**src/rtl/bhcd_pkg.sv**
```systemverilog
// bhcd_pkg: shared widths, offsets, command and result types for the
// button and hat change detector. No dependencies.

package bhcd_pkg;

	localparam int OFS_W  = 9;
	localparam int DATA_W = 32;
	localparam int STEP_W = 16;
	localparam int IDX_W  = 8;
	localparam int BTN_W  = 7;
	localparam int HAT_W  = 2;
	localparam int DIR_W  = 4;

	localparam logic [OFS_W-1:0]  HAT_BASE_OFFSET    = 9'd32;
	localparam logic [OFS_W-1:0]  BUTTON_BASE_OFFSET = 9'd48;
	localparam int                PRESS_BIT          = 7;
	localparam logic [STEP_W-1:0] HAT_STEP_RESET     = 16'd4500;

	typedef enum logic {
		CMD_HAT,
		CMD_BUTTON
	} cmd_kind_t;

	typedef struct packed {
		cmd_kind_t         kind;
		logic [BTN_W-1:0]  sel;
		logic [DATA_W-1:0] data;
	} cmd_t;

	typedef struct packed {
		logic [IDX_W-1:0] control_index;
		logic             pressed;
		logic             last_change;
	} res_t;

endpackage

```
**src/rtl/bhcd_front.sv**
```systemverilog
// bhcd_front: accepts events, classifies the offset as hat or button,
// drops the rest, and queues commands for the back end. Uses bhcd_pkg.

module bhcd_front #(
	parameter int BUTTONS = 128,
	parameter int HATS    = 4
) (
	input  logic                       clk,
	input  logic                       arst_n,
	input  logic                       push,
	input  logic [bhcd_pkg::OFS_W-1:0] event_offset,
	input  logic [bhcd_pkg::DATA_W-1:0] event_data,
	output logic                       full,
	output logic                       cmd_valid,
	output bhcd_pkg::cmd_t             cmd,
	input  logic                       cmd_pop
);

	logic [bhcd_pkg::HAT_W-1:0] hat_num;
	logic [bhcd_pkg::OFS_W-1:0] btn_rel;
	logic                       is_hat;
	logic                       is_btn;
	logic                       cq_wr;
	logic                       cq_rd;
	bhcd_pkg::cmd_t             cq_new;
	bhcd_pkg::cmd_t             cq_q [2];
	logic                       cq_wp_q;
	logic                       cq_rp_q;
	logic [1:0]                 cq_cnt_q;

	assign hat_num = event_offset[3:2];
	assign is_hat  = (event_offset[bhcd_pkg::OFS_W-1:4] ==
	                  bhcd_pkg::HAT_BASE_OFFSET[bhcd_pkg::OFS_W-1:4]) &&
	                 (event_offset[1:0] == 2'b00) &&
	                 ({1'b0, hat_num} < 3'(HATS));
	assign btn_rel = event_offset - bhcd_pkg::BUTTON_BASE_OFFSET;
	assign is_btn  = (event_offset >= bhcd_pkg::BUTTON_BASE_OFFSET) &&
	                 (btn_rel < bhcd_pkg::OFS_W'(BUTTONS));

	always_comb begin
		cq_new.kind = is_hat ? bhcd_pkg::CMD_HAT : bhcd_pkg::CMD_BUTTON;
		cq_new.sel  = is_hat ? bhcd_pkg::BTN_W'(hat_num) : btn_rel[bhcd_pkg::BTN_W-1:0];
		cq_new.data = event_data;
	end

	assign full      = (cq_cnt_q == 2'd2);
	assign cmd_valid = (cq_cnt_q != 2'd0);
	assign cmd       = cq_q[cq_rp_q];
	assign cq_wr     = push && !full && (is_hat || is_btn);
	assign cq_rd     = cmd_pop && cmd_valid;

	always_ff @(posedge clk or negedge arst_n) begin
		if (!arst_n) begin
			cq_wp_q  <= 1'b0;
			cq_rp_q  <= 1'b0;
			cq_cnt_q <= 2'd0;
		end else begin
			if (cq_wr) begin
				cq_wp_q <= !cq_wp_q;
			end
			if (cq_rd) begin
				cq_rp_q <= !cq_rp_q;
			end
			if (cq_wr && !cq_rd) begin
				cq_cnt_q <= cq_cnt_q + 2'd1;
			end else if (!cq_wr && cq_rd) begin
				cq_cnt_q <= cq_cnt_q - 2'd1;
			end
		end
	end

	always_ff @(posedge clk) begin
		if (cq_wr) begin
			cq_q[cq_wp_q] <= cq_new;
		end
	end

endmodule

```
**src/rtl/bhcd_div.sv**
```systemverilog
// bhcd_div: restoring divider, one quotient bit per cycle, for the hat
// angle over the step size. Uses bhcd_pkg.

module bhcd_div (
	input  logic                        clk,
	input  logic                        arst_n,
	input  logic                        start,
	input  logic [bhcd_pkg::DATA_W-1:0] dividend,
	input  logic [bhcd_pkg::STEP_W-1:0] divisor,
	output logic                        done,
	output logic [bhcd_pkg::DATA_W-1:0] quotient
);

	localparam int CNT_W = $clog2(bhcd_pkg::DATA_W);

	logic                        busy_q;
	logic                        done_q;
	logic [CNT_W-1:0]            cnt_q;
	logic [bhcd_pkg::STEP_W-1:0] rem_q;
	logic [bhcd_pkg::STEP_W-1:0] dvs_q;
	logic [bhcd_pkg::DATA_W-1:0] quo_q;
	logic [bhcd_pkg::STEP_W:0]   trial;
	logic [bhcd_pkg::STEP_W:0]   diff;
	logic                        ge;

	assign trial = {rem_q, quo_q[bhcd_pkg::DATA_W-1]};
	assign ge    = (trial >= {1'b0, dvs_q});
	assign diff  = trial - {1'b0, dvs_q};

	always_ff @(posedge clk or negedge arst_n) begin
		if (!arst_n) begin
			busy_q <= 1'b0;
			done_q <= 1'b0;
			cnt_q  <= '0;
			rem_q  <= '0;
			dvs_q  <= '0;
			quo_q  <= '0;
		end else begin
			done_q <= 1'b0;
			if (start) begin
				busy_q <= 1'b1;
				cnt_q  <= '0;
				rem_q  <= '0;
				dvs_q  <= divisor;
				quo_q  <= dividend;
			end else if (busy_q) begin
				rem_q <= ge ? diff[bhcd_pkg::STEP_W-1:0] : trial[bhcd_pkg::STEP_W-1:0];
				quo_q <= {quo_q[bhcd_pkg::DATA_W-2:0], ge};
				cnt_q <= cnt_q + CNT_W'(1);
				if (cnt_q == CNT_W'(bhcd_pkg::DATA_W - 1)) begin
					busy_q <= 1'b0;
					done_q <= 1'b1;
				end
			end
		end
	end

	assign done     = done_q;
	assign quotient = quo_q;

endmodule

```
**src/rtl/bhcd_back.sv**
```systemverilog
// bhcd_back: executes queued commands against the pressed map, runs the
// hat divider, and queues the change items. Uses bhcd_pkg, bhcd_div.

module bhcd_back #(
	parameter int BUTTONS        = 128,
	parameter int HAT_DIRECTIONS = 8,
	parameter int HATS           = 4
) (
	input  logic                        clk,
	input  logic                        arst_n,
	input  logic [bhcd_pkg::STEP_W-1:0] hat_step,
	input  logic                        cmd_valid,
	input  bhcd_pkg::cmd_t              cmd,
	output logic                        cmd_pop,
	output logic                        empty,
	input  logic                        pop,
	output bhcd_pkg::res_t              res
);

	localparam int MAP_SIZE = BUTTONS + HATS * HAT_DIRECTIONS;
	localparam int MAP_W    = $clog2(MAP_SIZE);

	typedef enum logic [1:0] {
		ST_IDLE,
		ST_DIV,
		ST_EMIT
	} state_t;

	state_t                      st_q;
	logic [MAP_SIZE-1:0]         map_q;
	logic [bhcd_pkg::HAT_W-1:0]  hat_q;
	bhcd_pkg::res_t              res0_q;
	bhcd_pkg::res_t              res1_q;
	logic [1:0]                  nres_q;
	logic                        ei_q;

	logic                        div_start;
	logic                        div_done;
	logic [bhcd_pkg::DATA_W-1:0] quotient;

	logic [HAT_DIRECTIONS-1:0]   old_bits;
	logic [HAT_DIRECTIONS-1:0]   new_bits;
	logic [bhcd_pkg::DIR_W-1:0]  old_pos;
	logic [bhcd_pkg::DIR_W-1:0]  new_pos;
	logic                        old_any;
	logic                        new_any;
	logic                        do_clr;
	logic                        do_set;
	logic [bhcd_pkg::IDX_W-1:0]  hat_base;
	logic [bhcd_pkg::IDX_W-1:0]  idx_clr;
	logic [bhcd_pkg::IDX_W-1:0]  idx_set;
	bhcd_pkg::res_t              hat_r0;
	bhcd_pkg::res_t              hat_r1;
	logic [1:0]                  hat_n;
	logic                        btn_old;
	logic                        btn_new;

	bhcd_pkg::res_t              rf_q [2];
	logic                        rf_wp_q;
	logic                        rf_rp_q;
	logic [1:0]                  rf_cnt_q;
	logic                        rf_full;
	logic                        rf_wr;
	logic                        rf_rd;

	bhcd_div u_div (
		.clk      (clk),
		.arst_n   (arst_n),
		.start    (div_start),
		.dividend (cmd.data),
		.divisor  (hat_step),
		.done     (div_done),
		.quotient (quotient)
	);

	assign cmd_pop   = (st_q == ST_IDLE) && cmd_valid;
	assign div_start = cmd_pop && (cmd.kind == bhcd_pkg::CMD_HAT);

	// hat slice of the map and its one-hot position
	always_comb begin
		old_bits = '0;
		for (int h = 0; h < HATS; h++) begin
			if (hat_q == bhcd_pkg::HAT_W'(h)) begin
				old_bits = map_q[BUTTONS + h * HAT_DIRECTIONS +: HAT_DIRECTIONS];
			end
		end
		old_pos = '0;
		for (int j = 0; j < HAT_DIRECTIONS; j++) begin
			if (old_bits[j]) begin
				old_pos = old_pos | bhcd_pkg::DIR_W'(j);
			end
		end
		old_any = |old_bits;
		new_any = (quotient < bhcd_pkg::DATA_W'(HAT_DIRECTIONS));
		new_pos = quotient[bhcd_pkg::DIR_W-1:0];
		for (int j = 0; j < HAT_DIRECTIONS; j++) begin
			new_bits[j] = new_any && (new_pos == bhcd_pkg::DIR_W'(j));
		end
	end

	assign hat_base = bhcd_pkg::IDX_W'(BUTTONS + int'(hat_q) * HAT_DIRECTIONS);
	assign idx_clr  = hat_base + bhcd_pkg::IDX_W'(old_pos);
	assign idx_set  = hat_base + bhcd_pkg::IDX_W'(new_pos);
	assign do_clr   = old_any && !(new_any && (old_pos == new_pos));
	assign do_set   = new_any && !(old_any && (old_pos == new_pos));

	// ascending index order
	always_comb begin
		hat_r0 = '0;
		hat_r1 = '0;
		hat_n  = 2'd0;
		if (do_clr && do_set) begin
			hat_n = 2'd2;
			if (old_pos < new_pos) begin
				hat_r0 = '{control_index: idx_clr, pressed: 1'b0, last_change: 1'b0};
				hat_r1 = '{control_index: idx_set, pressed: 1'b1, last_change: 1'b1};
			end else begin
				hat_r0 = '{control_index: idx_set, pressed: 1'b1, last_change: 1'b0};
				hat_r1 = '{control_index: idx_clr, pressed: 1'b0, last_change: 1'b1};
			end
		end else if (do_clr) begin
			hat_n  = 2'd1;
			hat_r0 = '{control_index: idx_clr, pressed: 1'b0, last_change: 1'b1};
		end else if (do_set) begin
			hat_n  = 2'd1;
			hat_r0 = '{control_index: idx_set, pressed: 1'b1, last_change: 1'b1};
		end
	end

	assign btn_old = map_q[MAP_W'(cmd.sel)];
	assign btn_new = cmd.data[bhcd_pkg::PRESS_BIT];

	assign rf_full = (rf_cnt_q == 2'd2);
	assign rf_wr   = (st_q == ST_EMIT) && !rf_full;
	assign rf_rd   = pop && !empty;

	always_ff @(posedge clk or negedge arst_n) begin
		if (!arst_n) begin
			st_q   <= ST_IDLE;
			map_q  <= '0;
			hat_q  <= '0;
			res0_q <= '0;
			res1_q <= '0;
			nres_q <= 2'd0;
			ei_q   <= 1'b0;
		end else begin
			case (st_q)
				ST_IDLE: begin
					if (cmd_valid) begin
						if (cmd.kind == bhcd_pkg::CMD_HAT) begin
							hat_q <= cmd.sel[bhcd_pkg::HAT_W-1:0];
							st_q  <= ST_DIV;
						end else if (btn_old != btn_new) begin
							map_q[MAP_W'(cmd.sel)] <= btn_new;
							res0_q <= '{control_index: bhcd_pkg::IDX_W'(cmd.sel),
							           pressed: btn_new, last_change: 1'b1};
							nres_q <= 2'd1;
							ei_q   <= 1'b0;
							st_q   <= ST_EMIT;
						end
					end
				end
				ST_DIV: begin
					if (div_done) begin
						for (int h = 0; h < HATS; h++) begin
							if (hat_q == bhcd_pkg::HAT_W'(h)) begin
								map_q[BUTTONS + h * HAT_DIRECTIONS +: HAT_DIRECTIONS] <= new_bits;
							end
						end
						res0_q <= hat_r0;
						res1_q <= hat_r1;
						nres_q <= hat_n;
						ei_q   <= 1'b0;
						st_q   <= (hat_n == 2'd0) ? ST_IDLE : ST_EMIT;
					end
				end
				ST_EMIT: begin
					if (!rf_full) begin
						if (ei_q || (nres_q == 2'd1)) begin
							st_q <= ST_IDLE;
						end else begin
							ei_q <= 1'b1;
						end
					end
				end
				default: begin
					st_q <= ST_IDLE;
				end
			endcase
		end
	end

	// result queue
	always_ff @(posedge clk or negedge arst_n) begin
		if (!arst_n) begin
			rf_wp_q  <= 1'b0;
			rf_rp_q  <= 1'b0;
			rf_cnt_q <= 2'd0;
		end else begin
			if (rf_wr) begin
				rf_wp_q <= !rf_wp_q;
			end
			if (rf_rd) begin
				rf_rp_q <= !rf_rp_q;
			end
			if (rf_wr && !rf_rd) begin
				rf_cnt_q <= rf_cnt_q + 2'd1;
			end else if (!rf_wr && rf_rd) begin
				rf_cnt_q <= rf_cnt_q - 2'd1;
			end
		end
	end

	always_ff @(posedge clk) begin
		if (rf_wr) begin
			rf_q[rf_wp_q] <= ei_q ? res1_q : res0_q;
		end
	end

	assign empty = (rf_cnt_q == 2'd0);
	assign res   = rf_q[rf_rp_q];

	ap_emit_nonzero: assert property (@(posedge clk) disable iff (!arst_n)
		(st_q == ST_EMIT) |-> (nres_q != 2'd0))
		else $error("emit state with no pending item");

	ap_hat_onehot: assert property (@(posedge clk) disable iff (!arst_n)
		$onehot0(old_bits))
		else $error("hat holds more than one active direction");

	ap_done_in_div: assert property (@(posedge clk) disable iff (!arst_n)
		div_done |-> (st_q == ST_DIV))
		else $error("divider finished outside of divide state");

	ap_rf_bound: assert property (@(posedge clk) disable iff (!arst_n)
		rf_cnt_q != 2'd3)
		else $error("result queue count overflow");

endmodule

```
**src/rtl/button_hat_change_detector.sv**
```systemverilog
// button_hat_change_detector: top level, holds the hat step register and
// joins the front classifier and back executor. Uses bhcd_pkg, bhcd_front, bhcd_back.
//
// channel   direction  handshake           payload
// event     in         push / full         event_offset, event_data
// change    out        pop / empty         control_index, pressed, last_change
// config    in         hat_step_we         hat_step
//
// a changed button passes the emit state into the result queue; an unchanged one queues nothing.
// a hat item runs the bit-serial divider, then updates the map and queues up to two changes.
// the front queues two commands and the result queue holds two items, so each side stalls alone.
// reset clears the pressed map, both queues, and loads hat_step with 4500.

module button_hat_change_detector #(
	parameter int BUTTONS        = 128,
	parameter int HAT_DIRECTIONS = 8,
	parameter int HATS           = 4
) (
	input  logic                        clk,
	input  logic                        arst_n,
	input  logic                        push,
	output logic                        full,
	input  logic [bhcd_pkg::OFS_W-1:0]  event_offset,
	input  logic [bhcd_pkg::DATA_W-1:0] event_data,
	output logic                        empty,
	input  logic                        pop,
	output logic [bhcd_pkg::IDX_W-1:0]  control_index,
	output logic                        pressed,
	output logic                        last_change,
	input  logic                        hat_step_we,
	input  logic [bhcd_pkg::STEP_W-1:0] hat_step
);

	logic [bhcd_pkg::STEP_W-1:0] hat_step_q;
	logic                        cmd_valid;
	logic                        cmd_pop;
	bhcd_pkg::cmd_t              cmd;
	bhcd_pkg::res_t              res;

	always_ff @(posedge clk or negedge arst_n) begin
		if (!arst_n) begin
			hat_step_q <= bhcd_pkg::HAT_STEP_RESET;
		end else if (hat_step_we) begin
			hat_step_q <= hat_step;
		end
	end

	bhcd_front #(
		.BUTTONS (BUTTONS),
		.HATS    (HATS)
	) u_front (
		.clk          (clk),
		.arst_n       (arst_n),
		.push         (push),
		.event_offset (event_offset),
		.event_data   (event_data),
		.full         (full),
		.cmd_valid    (cmd_valid),
		.cmd          (cmd),
		.cmd_pop      (cmd_pop)
	);

	bhcd_back #(
		.BUTTONS        (BUTTONS),
		.HAT_DIRECTIONS (HAT_DIRECTIONS),
		.HATS           (HATS)
	) u_back (
		.clk       (clk),
		.arst_n    (arst_n),
		.hat_step  (hat_step_q),
		.cmd_valid (cmd_valid),
		.cmd       (cmd),
		.cmd_pop   (cmd_pop),
		.empty     (empty),
		.pop       (pop),
		.res       (res)
	);

	assign control_index = res.control_index;
	assign pressed       = res.pressed;
	assign last_change   = res.last_change;

endmodule

```
**config.mk**
```make
export PLATFORM = sky130hd
export DESIGN_NAME = button_hat_change_detector
export DESIGN_NICKNAME = d
export VERILOG_FILES = /design/src/rtl/bhcd_pkg.sv /design/src/rtl/bhcd_front.sv /design/src/rtl/bhcd_div.sv /design/src/rtl/bhcd_back.sv /design/src/rtl/button_hat_change_detector.sv
export SDC_FILE = /design/constraint.sdc
export NUM_CORES = 1
export LEC_CHECK = 0
export ABC_AREA = 0
export BUFFER_PORTS_ARGS = -buffer_cell sky130_fd_sc_hd__buf_2
export CELL_PAD_IN_SITES_DETAIL_PLACEMENT = 0
export CELL_PAD_IN_SITES_GLOBAL_PLACEMENT = 1
export CORE_UTILIZATION = 50
export CTS_CLUSTER_SIZE = 10
export DETAILED_ROUTE_END_ITERATION = 12
export GPL_TIMING_DRIVEN = 0
export PLACE_DENSITY_LB_ADDON = 0.05
export SYNTH_ARGS = -nofsm -noshare
export SYNTH_HDL_FRONTEND = slang
export SYNTH_SLANG_ARGS = --single-unit
```
**constraint.sdc**
```tcl
create_clock -name clk -period 3.4 [get_ports clk]
set_input_delay 0.51 -clock clk [delete_from_list [all_inputs] [get_ports clk]]
set_output_delay 0.51 -clock clk [all_outputs]
set_load 0.05 [all_outputs]
```
# Word level (Yosys, flattened, before mapping)
# Memory sizes are Yosys's and may differ from the RTL's.
# Cells that the tools add are included.
# op_classes
mux,83
magnitude_cmp,7
addsub,10
n_eq_ne,31
reduce_logical,65
n_bitwise,1
# op_table
operator,n
$mux W160,3
$bwmux W160,1
$mux W10,11
$mux W32,3
$mux W8,8
$pmux W32 S2,1
$mux W16,3
$mux W2,19
$lt A32 B4 Y1 const B,1
$logic_and A1 B1 Y1,27
$reduce_and A6 Y1,4
$mux W1,21
$pmux W10 S2,1
$ge A17 B16 Y1,1
$add A8 B4 Y8,2
$eq A4 B3 Y1 const B,4
$sub A16 B16 Y16,1
$logic_not A1 Y1,13
$mux W3,4
$ne A2 B1 Y1 const B,6
$eq A2 B2 Y1 const B,5
$logic_not A2 Y1,5
$mux W5,2
$ne A2 B2 Y1 const B,5
other kinds (35),46
# totals
memories,2
reg_bits,282
mem_bits_rw,100
word_cells,227
# memory_table
memory,words,width,rd,rd_ports_with_merged_regs,write_ports,line_no,rtl
u_front.cq_q,2,40,1,0,1,bhcd_front.sv:26,bhcd_pkg::cmd_t cq_q [2];
u_back.rf_q,2,10,1,0,1,bhcd_back.sv:58,bhcd_pkg::res_t rf_q [2];

# Depth between registers and ports, before layout
# Gate-level depths: netlist of run 1.
# logic_depth
depth_word,23
depth_mapped,15

# Modules after synthesis
# From an unflattened synthesis of run 1, not the netlist that was laid out.
# unflattened
cells_unflattened,1633
hier_area_um2,19065.8
# by_module_without_submodules
module,cells_per_inst,n_inst,area_each_um2,seq_area_each_um2
bhcd_back,978,1,10935.5,5305.1
bhcd_div,453,1,4225.3,1776.7
bhcd_front,168,1,3249.4,2502.4
button_hat_change_detector,34,1,655.6,406.6

# Least setup slack after synthesis of run 1
# No wires, ideal clock.
# synth_path
kind,input-to-reg
start,in event_offset[4] (netlist bit)
end,"mem u_front.cq_q[0][0] (netlist bit), enable pin"
arrival_time_ns,3.865
slack_ns,-0.902
setup_time_ns,0.438
cell_stages,6
path_buffers,0
required_time_ns,2.962
cell_sequence,inv_1 -> ha_1 -> or4b_2 -> nor3_1 -> o311ai_0 -> nor2_1
# synth_between
elab_chain_len,7
elab_cells_between_ends,10
# synth_lines
item,line_no,rtl
from (decl),button_hat_change_detector.sv:23,"input logic [bhcd_pkg::OFS_W-1:0] event_offset,"
$sub A9 B6 Y9,bhcd_front.sv:36,assign btn_rel = event_offset - bhcd_pkg::BUTTON_BASE_OFFSET;
$lt A9 B8 Y1,bhcd_front.sv:38,(btn_rel < bhcd_pkg::OFS_W'(BUTTONS));
$logic_and A1 B1 Y1,bhcd_front.sv:37,assign is_btn = (event_offset >= bhcd_pkg::BUTTON_BASE_OFFSET) &&
$logic_or A1 B1 Y1 *,bhcd_front.sv:49,assign cq_wr = push && !full && (is_hat || is_btn);
$logic_and A1 B1 Y1 *,bhcd_front.sv:49,
$mux W1 *,bhcd_front.sv:73,if (cq_wr) begin
$mux W1 (not written as such) *,bhcd_front.sv:74,cq_q[cq_wp_q] <= cq_new;
to (decl),bhcd_front.sv:26,
# Every way passes the cells marked *; elsewhere a longest branch is shown, timed or not.

# Worst setup path after layout of run 1
# layout_path
start,reg u_back.hat_q[0] (netlist bit)
end,reg u_back.res0_q[2] (netlist bit)
# layout_between
elab_chain_len,21
elab_cells_between_ends,32
# layout_lines
item,line_no,rtl
from (decl),bhcd_back.sv:31,logic [bhcd_pkg::HAT_W-1:0] hat_q;
from (signal assigned),bhcd_back.sv:151,hat_q <= cmd.sel[bhcd_pkg::HAT_W-1:0];
$logic_not A2 Y1,bhcd_back.sv:83,if (hat_q == bhcd_pkg::HAT_W'(h)) begin
$mux W8 (3 in series),bhcd_back.sv:83,
$mux W8 *,bhcd_back.sv:83,
"parallel branches: the longest is 13 deep, another holds $add A8 B4 Y8",n/a,
$mux W10 *,bhcd_back.sv:112,if (do_clr && do_set) begin
$mux W10 *,bhcd_back.sv:164,if (div_done) begin
$pmux W10 S2 *,bhcd_back.sv:147,case (st_q)
to (signal assigned),bhcd_back.sv:155,"res0_q <= '{control_index: bhcd_pkg::IDX_W'(cmd.sel),"
to (signal assigned),bhcd_back.sv:170,res0_q <= hat_r0;
to (decl),bhcd_back.sv:32,bhcd_pkg::res_t res0_q;
# Mark *: on every way between the ends. The select of a mux whose other input is x is not followed.
# A chain may end at the register's enable or synchronous reset.

==> flow_summary_export.csv, run 1 <==
group,metric,value,unit
synth,netlist_area,19180,um2
worst_setup_path,crit_path_start_kind,"flip-flop",
worst_setup_path,crit_required,3.86,ns
floorplanning,coreArea,37670,um2
min_path,worstHoldStart,"event_data[10]",
synth,synth_nets,1934,
sta,setup_viol,0,
layout,layout.nets,2091,
worst_setup_path,max_stage_delay,0.55,ns
sta,worstMarginPinSlew,1.190,ns
worst_setup_path,worst_ep_arrival_time,3.83,ns
synth,synthCells,1843,
worst_setup_path,rr_worst_depth,15,
worst_setup_path,r2r-start,"u_back.hat_q[0]",
worst_setup_path,crit_chain,"buf_6 > buf_4 > mux4_2 > nor2_4 > nand2_4 > ha_4 > nor2b_1 > o21ai_1 > a21oi_2 > buf_4 > o21ai_2 > nor2b_4 > a221oi_2 > a21oi_1 > mux2_4",
synth,async_flop_share,73.61,%
placed_design,place.gp.congestion,0.8765,
layout,multi_input_area,8562,um2
sta,drv_slew,0,
pwr,irDropWorstVdd,0.5071,mV
worst_setup_path,rrSetupSlack,0.03,ns
layout,ff_latch_area,9992,um2
detailed_routing,totalWireLength,58.17,mm
sta,timing.final.crit_period,3.367,ns
clock_network,clkSinkCount,379,
sta,fin_tns_setup,0,ns
global_routing,grt_remaining_overflow,0,
floorplanning,start_util,50.93,%
detailed_routing,drt-initial-drc-count,1534,
synth,synthMuxAreaShare,11.55,%
sta,fmax,297.0,MHz
worst_setup_path,critPathTopFamily,"multiplexers",
worst_setup_path,cp-end-kind,"flip-flop",
floorplanning,rows,71,
pwr,power,18.67,mW
synth,synth_top_cell_by_area,"dfrtp_1",
job,maxCapViolCount,0,
synth,ys_types,79,
synth,avgSynthCellArea,10.41,um2
min_path,hold_path_class,"in2reg",
worst_setup_path,cp_max_fo,4,
worst_setup_path,worstSetupPathType,"reg2reg",
synth,synth.most_common_cell,"dfrtp_1",
detailed_routing,wire_per_inst,22.85,um
worst_setup_path,worst-path-buf-inv,3,
floorplanning,io_pins,74,
layout,syn_to_final_growth,15.82,%
min_path,min_to,"u_front.cq_q[0][10]",
synth,synth_common_cells,"dfrtp_1, nand2_1, o21ai_0",
worst_setup_path,worstReg2RegEnd,"u_back.res0_q[2]",
synth,synth_xor_xnor_area_share,1.096,%
layout,drive_above_1_share,16.52,%
detailed_routing,vias,15560,
pwr,p_leak,8.636,nW
sta,fin_skew,0.02090,ns
floorplanning,dieArea,39150,um2
floorplanning,die_w,197.9,um
clock_network,clockBufferDepth,3,
global_routing,grt_pass1_vias,15360,
synth,yosysWarningCount,0,
sta,relSlewSlack,20.65,%
synth,yosys-top-cells-area,"dfrtp_1, edfxtp_1, mux2i_1",
clock_network,cts-buffers-inserted,45,
floorplanning,die_h,197.9,um
synth,synthAdderAreaFrac,1.931,%
synth,yosys_register_bits,379,
worst_setup_path,slowest_stage,"mux4_2",
global_routing,antenna_found_initial,1,
global_routing,grt.total_usage,30.42,%
placed_design,io_buffers,72,
global_routing,grt_max_degree,104,
clock_network,cts_root_buf,"clkbuf_16",
detailed_routing,viasPerCell,6.111,
clock_network,clk_pin_slew,0.06,ns
sta,period_share,99.03,%
clock_network,h-tree-depth,2,
clock_network,cts_tree,"yes",
layout,nFillCells,3304,
synth,synth_compound_area_share,19.54,%
global_routing,grt_pass1_wl,90.18,mm
status,status,"finished, final reports clean",
synth,yosysTopAreaCellShare,35.74,%
synth,ys.flop_type,"dfrtp_1",
detailed_routing,ant_nets,0,
min_path,min_path_cells,1,
sta,hold_violations,0,
clock_network,worstSkewPairLatency,0.59,ns
synth,synth-simple-area-share,9.530,%
worst_setup_path,cp_common_cell,"buf_4",
synth,synth_top_family_by_area,"compound AO/OA/AOI/OAI gates",
detailed_routing,drc_errors,0,
pwr,powerDensity,840.5,nW/um2
synth,synth-seq-area-share,52.08,%
synth,synth_edf_count,100,
detailed_routing,drt-pass1-iter-count,6,
placed_design,hpwl,38.92,mm
sta,rsz0062_at_grt,"true",
-- report_power, final --
part | switching [mW] | total (mW) | internal (mW) | leakage (nW)
logic | 5.12 | 8.29 | 3.17 | 4.10
registers | 0.464 | 5.90 | 5.43 | 3.89
clock network | 1.95 | 4.48 | 2.54 | 0.642
total | 7.53 | 18.7 | 11.1 | 8.64
-- worst reg2reg max path: cells and delay by family, from the launching register on --
family                     cells  cell delay (ns)
AOI/OAI and AO/OA              5             0.76
adders and majority gates      1             0.27
buffers and inverters          3             0.42
DFF                            1             0.38
muxes                          2             0.85
and+or+nand+nor                4             0.56
-- registers in the layout (all words and copies together) (netlist names), 5 cells and up --
signal                 count
u_back.u_div.dvs_q        16
u_front.cq_q              80
u_back.u_div.quotient     32
u_back.rf_q               20
u_back.u_div.rem_q        16
hat_step_q                16
u_back.res1_q              8
u_back.res0_q              9
u_back.u_div.cnt_q         5
u_back.map_q             160
-- worst max path at each step --
stage | from | to | slack, ns | depth (start not counted)
after global placement | arst_n | u_back.u_div.quotient[21] | -3.58 | 1
after global routing | u_front.cq_rp_q | u_back.map_q[62] | -0.07 | 10
after CTS | u_front.cq_rp_q | u_back.map_q[94] | -0.009 | 16
after detailed placement | event_offset[4] | u_front.cq_q[1][20] | -0.77 | 9
after floorplan | event_offset[4] | u_front.cq_q[0][0] | -0.26 | 6
final | u_back.hat_q[0] | u_back.res0_q[2] | 0.03 | 15
-- final cells by class --
class                      instances  share of cell area [%]
sequential                       379                   44.97
multi-input combinational       1283                   38.54
clock buffer                      75                   5.665
buffer                           144                   3.537
timing repair buffer             110                   3.407
tap                              511                   2.878
inverter                          37                  0.6251
clock inverter                     6                  0.3661
antenna                            1                 0.01126
-- metal layers --
| layer | part of all wire, % | wire (um) | up-vias | GRT usage (%) |
|---|---|---|---|---|
| met5 | 0 | 0 | - | 0 |
| li1 | - | - | 7125 | - |
| met3 | 7.3 | 4219 | 147 | 4.991 |
| met1 | 42 | 24400 | 7666 | 41.01 |
| met2 | 45 | 26200 | 620 | 46.65 |
| met4 | 5.8 | 3357 | 0 | 17.40 |
-- placed cells by master (no fill, tap or decap), types with 72 or more instances in the layout --
cell type	count
a31oi_1	127
dfrtp_1	273
mux2i_1	118
edfxtp_1	100
o21ai_0	171
nand2_1	179
o21ai_1	140
clkbuf_1	113
nor2_1	72
buf_2	83
-- metrics by stage --
stage          hold slack (ns)  std cells  worst slack, ns  utilization, %  cell area [um2]
6_report                0.1042       2546          0.03296           58.99            22220
3_3_place_gp            0.4591       2426           -3.584           53.59            20190
3_5_place_dp            0.4651       2431          -0.7745           53.88            20290
5_1_grt                0.09221       2545         -0.07447           58.98            22220
2_1_floorplan           0.2144       1843          -0.2584               -            19190
4_1_cts                0.06911       2528        -0.009422           58.17            21910
-- cell families after synthesis --
logic type                 after synthesis
AOI/OAI and AO/OA                      640
and+or+nand+nor                        391
DFF                                    379
muxes                                  199
buffers and inverters                  181
adders and majority gates               29
xor gates and xnor gates                24
-- repair_timing --
action | 4_1_cts | 5_1_grt
hold buffers | 1 | 0
buffers inserted | 14 | 17
pin swaps | 9 | 9
endpoints found under the setup margin | 223 | 192
hold endpoints to repair | 77 | 0
gates cloned | 1 | 0
resized for setup | 34 | 54
No activity file was read; power rests on OpenSTA's default activity.
==> run 2: changes to the inputs <==
- CORE_UTILIZATION: 50 -> 52
- GPL_TIMING_DRIVEN: 0 -> default
- clock period: 3.4 -> 3.9 ns (I/O delays scaled with it)
==> run 2 against run 1 <==
Combinational power fell by 27%; global-route usage fell by 4.7 points; sequential share of layout area up 1.7 points; largest power group unchanged.
==> flow_summary_export.csv, run 2 (synthesized netlist as in run 1, its figures left out) <==
group,metric,value,unit
floorplanning,dieArea,37660,um2
placed_design,place_ws,0.1808,ns
layout,layout.nets,1960,
detailed_routing,wire_per_inst,20.08,um
clock_network,cts_setup_buffers,0,
clock_network,cts-buffers-inserted,46,
pwr,irDropWorstVdd,0.4277,mV
worst_setup_path,cp_max_fo,25,
layout,antenna-diode-count,0,
sta,period_share,94.04,%
clock_network,h-tree-depth,2,
layout,nFillCells,2971,
worst_setup_path,critPathTopFamily,"multiplexers",
status,status,"finished, final reports clean",
clock_network,clk_pin_slew,0.06,ns
worst_setup_path,worstSetupPathType,"reg2reg",
sta,relSlewSlack,25.73,%
worst_setup_path,slowest_stage,"dfrtp_4",
pwr,powerDensity,712.2,nW/um2
pwr,pwr-share-clk,25.9,%
sta,rsz0062_at_grt,"false",
clock_network,cts-hold-fix-buffers,0,
pwr,p_int,9.367,mW
global_routing,grt_pass1_wl,77.38,mm
clock_network,clockBufferDepth,3,
pwr,p_sw,5.886,mW
pwr,switching_share,38.59,%
detailed_routing,drt-initial-drc-count,1076,
sta,hold_violations,0,
floorplanning,start_util,53.41,%
detailed_routing,ant_nets,0,
worst_setup_path,crit_chain,"mux2i_4 > buf_12 > mux2i_1 > o22ai_1 > o21ai_0 > nand4_1 > o22a_1 > nand4_1 > and3_1 > mux2_4",
layout,drive_above_1_share,14.87,%
layout,largest_reg_flops,160,
detailed_routing,drc_errors,0,
placed_design,place.gp.congestion,0.8444,
global_routing,grt_pass1_vias,14060,
sta,fin_skew,0.01754,ns
clock_network,cts_tree,"yes",
sta,worstMarginPinSlew,1.110,ns
layout,final_common_cell,"dfrtp_1",
floorplanning,coreArea,35910,um2
floorplanning,rows,69,
worst_setup_path,worst_ep_arrival_time,4.12,ns
sta,setup_viol,0,
layout,syn_to_final_growth,11.66,%
detailed_routing,vias,14490,
sta,timing.final.crit_period,3.667,ns
worst_setup_path,r2r-start,"u_front.cq_rp_q",
layout,multi_input_area,8431,um2
job,maxCapViolCount,0,
placed_design,hpwl,29.58,mm
detailed_routing,totalWireLength,47.47,mm
global_routing,grt_remaining_overflow,0,
global_routing,antenna_found_initial,1,
worst_setup_path,worstReg2RegEnd,"u_back.res0_q[5]",
detailed_routing,drt-pass1-iter-count,5,
worst_setup_path,cp-end-kind,"flip-flop",
layout,ff_latch_area,9997,um2
sta,fin_tns_setup,0,ns
pwr,p_leak,8.346,nW
pwr,power,15.25,mW
pwr,power_frac_seq,34.5,%
worst_setup_path,max_stage_delay,0.53,ns
sta,fmax,272.7,MHz
clock_network,worstSkewPairLatency,0.58,ns
pwr,combPwrFrac,39.6,%
global_routing,grt.total_usage,25.70,%
sta,setup_ws,0.2325,ns
layout,largest_register,"u_back.map_q",
worst_setup_path,cp_common_cell,"nand4_1",
worst_setup_path,rrSetupSlack,0.23,ns
floorplanning,io_pins,74,
placed_design,io_buffers,73,
clock_network,cts_root_buf,"clkbuf_16",
global_routing,grt_max_degree,109,
floorplanning,die_h,194.1,um
clock_network,clkSinkCount,379,
worst_setup_path,rr_worst_depth,10,
min_path,hold_path_class,"in2async",
sta,drv_slew,0,
layout,final_cell_mix,"dfrtp_1, nand2_1, o21ai_0",
worst_setup_path,crit_path_start_kind,"flip-flop",
floorplanning,die_w,194.1,um
worst_setup_path,crit_required,4.35,ns
detailed_routing,viasPerCell,6.129,
worst_setup_path,worst-path-buf-inv,1,
run 2: final cells by class:
type | instances | area share, %
timing repair buffer | 122 | 4.229
multi-input combinational | 1283 | 39.36
sequential | 379 | 46.68
inverter | 37 | 0.6484
tap | 461 | 2.693
clock buffer | 74 | 6.011
clock inverter | 8 | 0.3797
run 2: stage by stage:
stage / hold WS (ns) / std cells / util (%) / instance area [um2]
floorplan: 0.2894 / 1843 / - / 19180
global placement: 0.4560 / 2282 / 55.82 / 20050
detailed placement: 0.4614 / 2282 / 55.82 / 20050
CTS: 0.1270 / 2364 / 59.63 / 21420
global route: 0.1428 / 2364 / 59.64 / 21420
finish: 0.08690 / 2364 / 59.64 / 21420
run 2: per-layer routing:
metal  vias up  wire length, um  GRT usage, %
li1       6880                -             -
met1      7187            21940         36.20
met2       335            22130         40.45
met3        86             2157         4.523
met4         2             1229         8.201
met5         -                8             0
run 2: worst max path at each step:
stage                         start                 end  slack (ns)  cells after the start
global placement    u_back.hat_q[0]    u_back.res0_q[6]        0.21                     12
global route        u_back.hat_q[1]    u_back.res0_q[3]        0.03                     12
CTS                 u_back.hat_q[0]    u_back.res0_q[6]        0.17                     12
detailed placement  u_back.hat_q[0]    u_back.res0_q[6]        0.18                     12
finish              u_front.cq_rp_q    u_back.res0_q[5]        0.23                     10
floorplan           event_offset[4]  u_front.cq_q[0][0]        0.17                      6
run 2: what timing repair did:
| item | CTS | global route |
|---|---|---|
| resized for setup | 0 | 1 |
| endpoints found under the hold margin | 0 | 0 |
| endpoints found under the setup margin | 0 | 4 |
run 2: power by group through the flow:
stage               clock network, mW  logic [mW]  registers, mW
floorplan                           0        4.80           5.07
global placement                    0        5.89           5.31
detailed placement                  0        6.02           5.32
CTS                              4.05        6.04           5.26
global route                     4.20        6.62           5.34
finish                           3.95        6.04           5.26
